### src/hw/rtl/sfqd_pkg.sv
`default_nettype none
package sfqd_pkg;
   localparam int NumFlowsDefault   = 2;
   localparam int QueueDepthDefault = 64;
   localparam int TagW    = 31;
   localparam int HandleW = 16;
   localparam int LenW    = 31;
   localparam int WtW     = 8;
   localparam int LvlW    = 32;
   localparam int DepthW  = 8;
   localparam logic [TagW-1:0] TagMax = {TagW{1'b1}};
   localparam logic [DepthW-1:0] DepthLimitReset = 8'd8;
   localparam logic [TagW-1:0] OveruseThreshReset = 31'd10240;

   typedef enum logic [1:0] {
      OP_ENQUEUE  = 2'd0,
      OP_COMPLETE = 2'd1,
      OP_DIFF     = 2'd2,
      OP_NEW_IO   = 2'd3
   } op_type;

   typedef enum logic [0:0] {
      CSR_DEPTH_LIMIT = 1'b0,
      CSR_OVERUSE_THR = 1'b1
   } csr_idx_type;

   typedef enum logic [2:0] {
      ST_IDLE,
      ST_DIV,
      ST_READ,
      ST_PICK,
      ST_OUT
   } state_type;

   typedef struct packed {
      logic            start;
      logic [LenW-1:0] dividend;
      logic [WtW-1:0]  divisor;
   } div_req_type;
endpackage
`default_nettype wire

### src/hw/rtl/sfqd_divider.sv
`default_nettype none
// Restoring divider, one quotient bit per cycle.
module sfqd_divider (
   input  wire logic                  clock,
   input  wire logic                  reset,
   input  wire sfqd_pkg::div_req_type req,
   output logic                       busy,
   output logic [sfqd_pkg::LenW-1:0]  quotient
);
   localparam int LenW = sfqd_pkg::LenW;
   localparam int WtW  = sfqd_pkg::WtW;
   localparam int CntW = $clog2(LenW + 1);

   logic [LenW-1:0] quot_ff, quot_in;
   logic [WtW:0]    rem_ff, rem_in;
   logic [WtW-1:0]  dvs_ff, dvs_in;
   logic [CntW-1:0] cnt_ff, cnt_in;
   logic            busy_ff, busy_in;
   logic [WtW:0]    trial;
   logic [WtW:0]    shifted;

   // Shift one dividend bit into the remainder and try a subtract
   always_comb begin
      shifted = {rem_ff[WtW-1:0], quot_ff[LenW-1]};
      trial   = shifted - {1'b0, dvs_ff};
      quot_in = quot_ff;
      rem_in  = rem_ff;
      dvs_in  = dvs_ff;
      cnt_in  = cnt_ff;
      busy_in = busy_ff;
      if (req.start) begin
         quot_in = req.dividend;
         rem_in  = '0;
         dvs_in  = (req.divisor == '0) ? WtW'(1) : req.divisor;
         cnt_in  = CntW'(LenW);
         busy_in = 1'b1;
      end else if (busy_ff) begin
         if (!trial[WtW]) begin
            rem_in  = trial;
            quot_in = {quot_ff[LenW-2:0], 1'b1};
         end else begin
            rem_in  = shifted;
            quot_in = {quot_ff[LenW-2:0], 1'b0};
         end
         cnt_in = cnt_ff - CntW'(1);
         if (cnt_ff == CntW'(1)) begin
            busy_in = 1'b0;
         end
      end
   end

   always_ff @(posedge clock) begin
      quot_ff <= quot_in;
      rem_ff  <= rem_in;
      dvs_ff  <= dvs_in;
      cnt_ff  <= cnt_in;
      if (reset) begin
         busy_ff <= 1'b0;
      end else begin
         busy_ff <= busy_in;
      end
   end

   assign busy     = busy_ff;
   assign quotient = quot_ff;
endmodule
`default_nettype wire

### config.mk
export PLATFORM = sky130hd
export DESIGN_NAME = sfqd_divider
export DESIGN_NICKNAME = d
export VERILOG_FILES = /design/src/hw/rtl/sfqd_pkg.sv /design/src/hw/rtl/sfqd_divider.sv
export SDC_FILE = /design/constraint.sdc
export NUM_CORES = 1
export LEC_CHECK = 0
export ABC_CLOCK_PERIOD_IN_PS = 2100
export BUFFER_PORTS_ARGS = -buffer_cell sky130_fd_sc_hd__buf_2
export CORE_UTILIZATION = 25
export DETAILED_ROUTE_END_ITERATION = 10
export GPL_TIMING_DRIVEN = 0
export PLACE_DENSITY = 0.43
export SLEW_MARGIN = 20
export SYNTH_ARGS = -nofsm -noshare
export SYNTH_HDL_FRONTEND = slang
export SYNTH_SLANG_ARGS = --single-unit
export TNS_END_PERCENT = 5
### constraint.sdc
create_clock -name clock -period 2.1 [get_ports clock]
set_input_delay 0.315 -clock clock [delete_from_list [all_inputs] [get_ports clock]]
set_output_delay 0.315 -clock clock [all_outputs]
set_load 0.1 [all_outputs]
==> flow_summary.json <==
{
  "cts_buffers": 5,
  "synth_edf_count": 39,
  "die_h_um": 105.5,
  "gp_congestion": 0.6995,
  "path_clk_slew_ps": 90,
  "dr.pass1.iters": 4,
  "relSlewSlack": 0.5505,
  "cts_root_buf": "clkbuf_8",
  "ys_warn_count": 0,
  "final_core_util": 0.3277,
  "synth-seq-cells": 53,
  "gr-total-overflow": 0,
  "drtIter0Drc": 53,
  "cap_viol_max_count": 0,
  "p_leak_nw": 1.367,
  "synthArstFlopShare": 0,
  "setup_violations": 9,
  "syn_inst": 213,
  "ctsHoldBuffers": 0,
  "p_per_area_nw_per_um2": 875.2,
  "routed-wl-met3_um": 258,
  "worstHoldPathType": "in -> reg",
  "clock_skew_ps": 7.029,
  "post-route-period-util": 1.162,
  "violations": "negative setup slack",
  "p_total_mw": 2.974,
  "vias_per_cell": 4.334,
  "netlist_top_cells_area": "edfxtp_1 44%, mux2_2 13%, dfxtp_1 10%, ha_1 4.7%, mux2i_1 2.6%",
  "intPower_mw": 1.858,
  "seq_power_share": 0.435,
  "criticalPathCategory": "reg -> reg",
  "arrival_ps": 2500,
  "core_area_um2": 10370,
  "wl_per_cell_um": 13.41,
  "ctsHtreeMaxLevel": 2,
  "die-area_um2": 11130,
  "fp-row-count": 37,
  "ir_drop_mv": 0.4377,
  "synth_ff_type": "edfxtp_1",
  "area_growth_pct": 26.86,
  "synth.distinct_cells": 42,
  "syn_area_um2": 2679,
  "drive_gt1_frac": 0.4463,
  "diodes": 0,
  "fin_ws_ps": -339.5,
  "portBuffers": 73,
  "syn_nets": 266,
  "period_minus_slack_ps": 2440,
  "wl_met1_um": 2808,
  "die_w_um": 105.5,
  "cts_tree": "done",
  "synth_top_cells_by_count": "39 x edfxtp_1, 31 x mux2_2, 14 x dfxtp_1, 13 x inv_1",
  "worst_pin_slew_ps": 673.3,
  "crit_path_start_kind": "register",
  "holdWs_ps": 156.2,
  "rsz0062_at_grt": "true",
  "grt_max_degree": 32,
  "placed_area_um2": 3231,
  "power_switching_mw": 1.116,
  "yosysTopAreaCell": "edfxtp_1",
  "yosysSeqAreaShare": 0.5418,
  "avgSynthCellArea_um2": 12.58,
  "route.vias.total": 1881,
  "ant_nets": 0,
  "clk_latency_ps": 310,
  "grtUsageTotal": 0.1090,
  "grt_pass1_vias": 1967,
  "p_comb_frac": 0.335,
  "hold_viol_final": 0,
  "final_area_um2": 3398,
  "place_ws_ps": -337.3,
  "ios": 74,
  "swShare": 0.3754,
  "slew_viol_final": 0,
  "met2_length_um": 2671,
  "required_ps": 2160,
  "fmaxAchievable_ghz": 0.4099,
  "power_frac_clock": 0.231,
  "place_hpwl_um": 4290,
  "status": "complete, but fails checks",
  "final_nets": 350,
  "fill_cells": 1087,
  "initial_utilization": 0.2583,
  "antenna_found_initial": 1,
  "synthDominantCellAreaShare": 0.4372,
  "wirelength_um": 5822,
  "clock_sinks": 53,
  "top_layer": "met5",
  "cp-end-kind": "register",
  "cts_max_path_buffers": 2,
  "grt_first_pass_wirelength_um": 9508,
  "synth.most_common_cell": "edfxtp_1",
  "drc": 0,
  "crit_path_max_fanout": 5
}
[stage by stage]
step | instances | TNS [ps]
after floorplan | 213 | -14340
after CTS | 434 | -1989
after global routing | 434 | -3030
after global placement | 422 | -5631
final | 434 | -2227
after detailed placement | 422 | -2014
[state kept, by name, summed over array words and instances, names as in the netlist]
register / flops
cnt_ff: 5
busy: 1
rem_ff: 8
dvs_ff: 8
quotient: 31
[routing by layer]
| layer | vias up | GRT usage |
|---|---|---|
| met5 | - | 0 |
| li1 | 947 | - |
| met1 | 872 | 0.1458 |
| met4 | 2 | 0.03274 |
| met3 | 9 | 0.02597 |
| met2 | 51 | 0.1743 |
[cells in the final DEF (no fill, tap or decap), types with 6 or more instances in the layout]
master | Yosys | final
ha_1 | 10 | 9
mux2_2 | 31 | 31
dfxtp_1 | 14 | 14
a21oi_1 | 6 | 6
nand2_1 | 9 | 9
nand2b_1 | 8 | 7
o21ai_0 | 10 | 10
clkbuf_1 | 10 | 11
nor2_1 | 9 | 9
mux2i_1 | 7 | 6
edfxtp_1 | 39 | 39
buf_2 | 0 | 73
inv_1 | 13 | 11
[repair_timing]
item                                    CTS  global route
pin swaps                                 4             0
endpoints found under the setup margin    9             9
resized for setup                         2             3
gates cloned                              1             0
setup buffers                             3             0
[area by class of cell]
| type | count | area, µm² | area share |
|---|---|---|---|
| clock buffer | 6 | 72.57 | 0.02135 |
| buffer | 13 | 71.32 | 0.02099 |
| inverter | 13 | 48.80 | 0.01436 |
| tap | 136 | 170.2 | 0.05007 |
| sequential | 53 | 1451 | 0.4271 |
| multi-input combinational | 135 | 1161 | 0.3417 |
| clock inverter | 2 | 35.03 | 0.01031 |
| timing repair buffer | 76 | 387.9 | 0.1141 |
[critical path, cell delays in order (launching register included)]
cell and delay, ps:
edfxtp_1 430, ha_4 190, fa_2 360, nand2b_4 180, a211oi_4 280, mux2i_4 340
nand2_4 130, mux2_2 280
[logic make-up after synthesis]
logic type	after synthesis	share of synthesized area
mux	38	0.1565
buf+inv	26	0.04484
fa+ha+maj	11	0.05418
xor+xnor	5	0.01635
simple gates	43	0.08827
compound gates	37	0.09809
flops	53	0.5418
[power by group through the flow]
stage | Sequential, mW | Clock [mW] | Combinational (mW)
3_5_place_dp | 1.32 | 0 | 0.973
2_1_floorplan | 1.78 | 0 | 0.316
6_report | 1.29 | 0.686 | 0.995
4_1_cts | 1.29 | 0.719 | 0.995
5_1_grt | 1.31 | 0.754 | 1.06
3_3_place_gp | 1.32 | 0 | 0.970
[path summary, 6_finish.rpt]
path	from	to	slack, ps	depth (start not counted)
max	dvs_ff[0]	quotient[0]	-340	7
min	reset	busy	160	2
max reg2reg	dvs_ff[0]	quotient[0]	-340	7
min reg2reg	rem_ff[2]	rem_ff[2]	490	2
No activity file was read; power rests on OpenSTA's default activity.
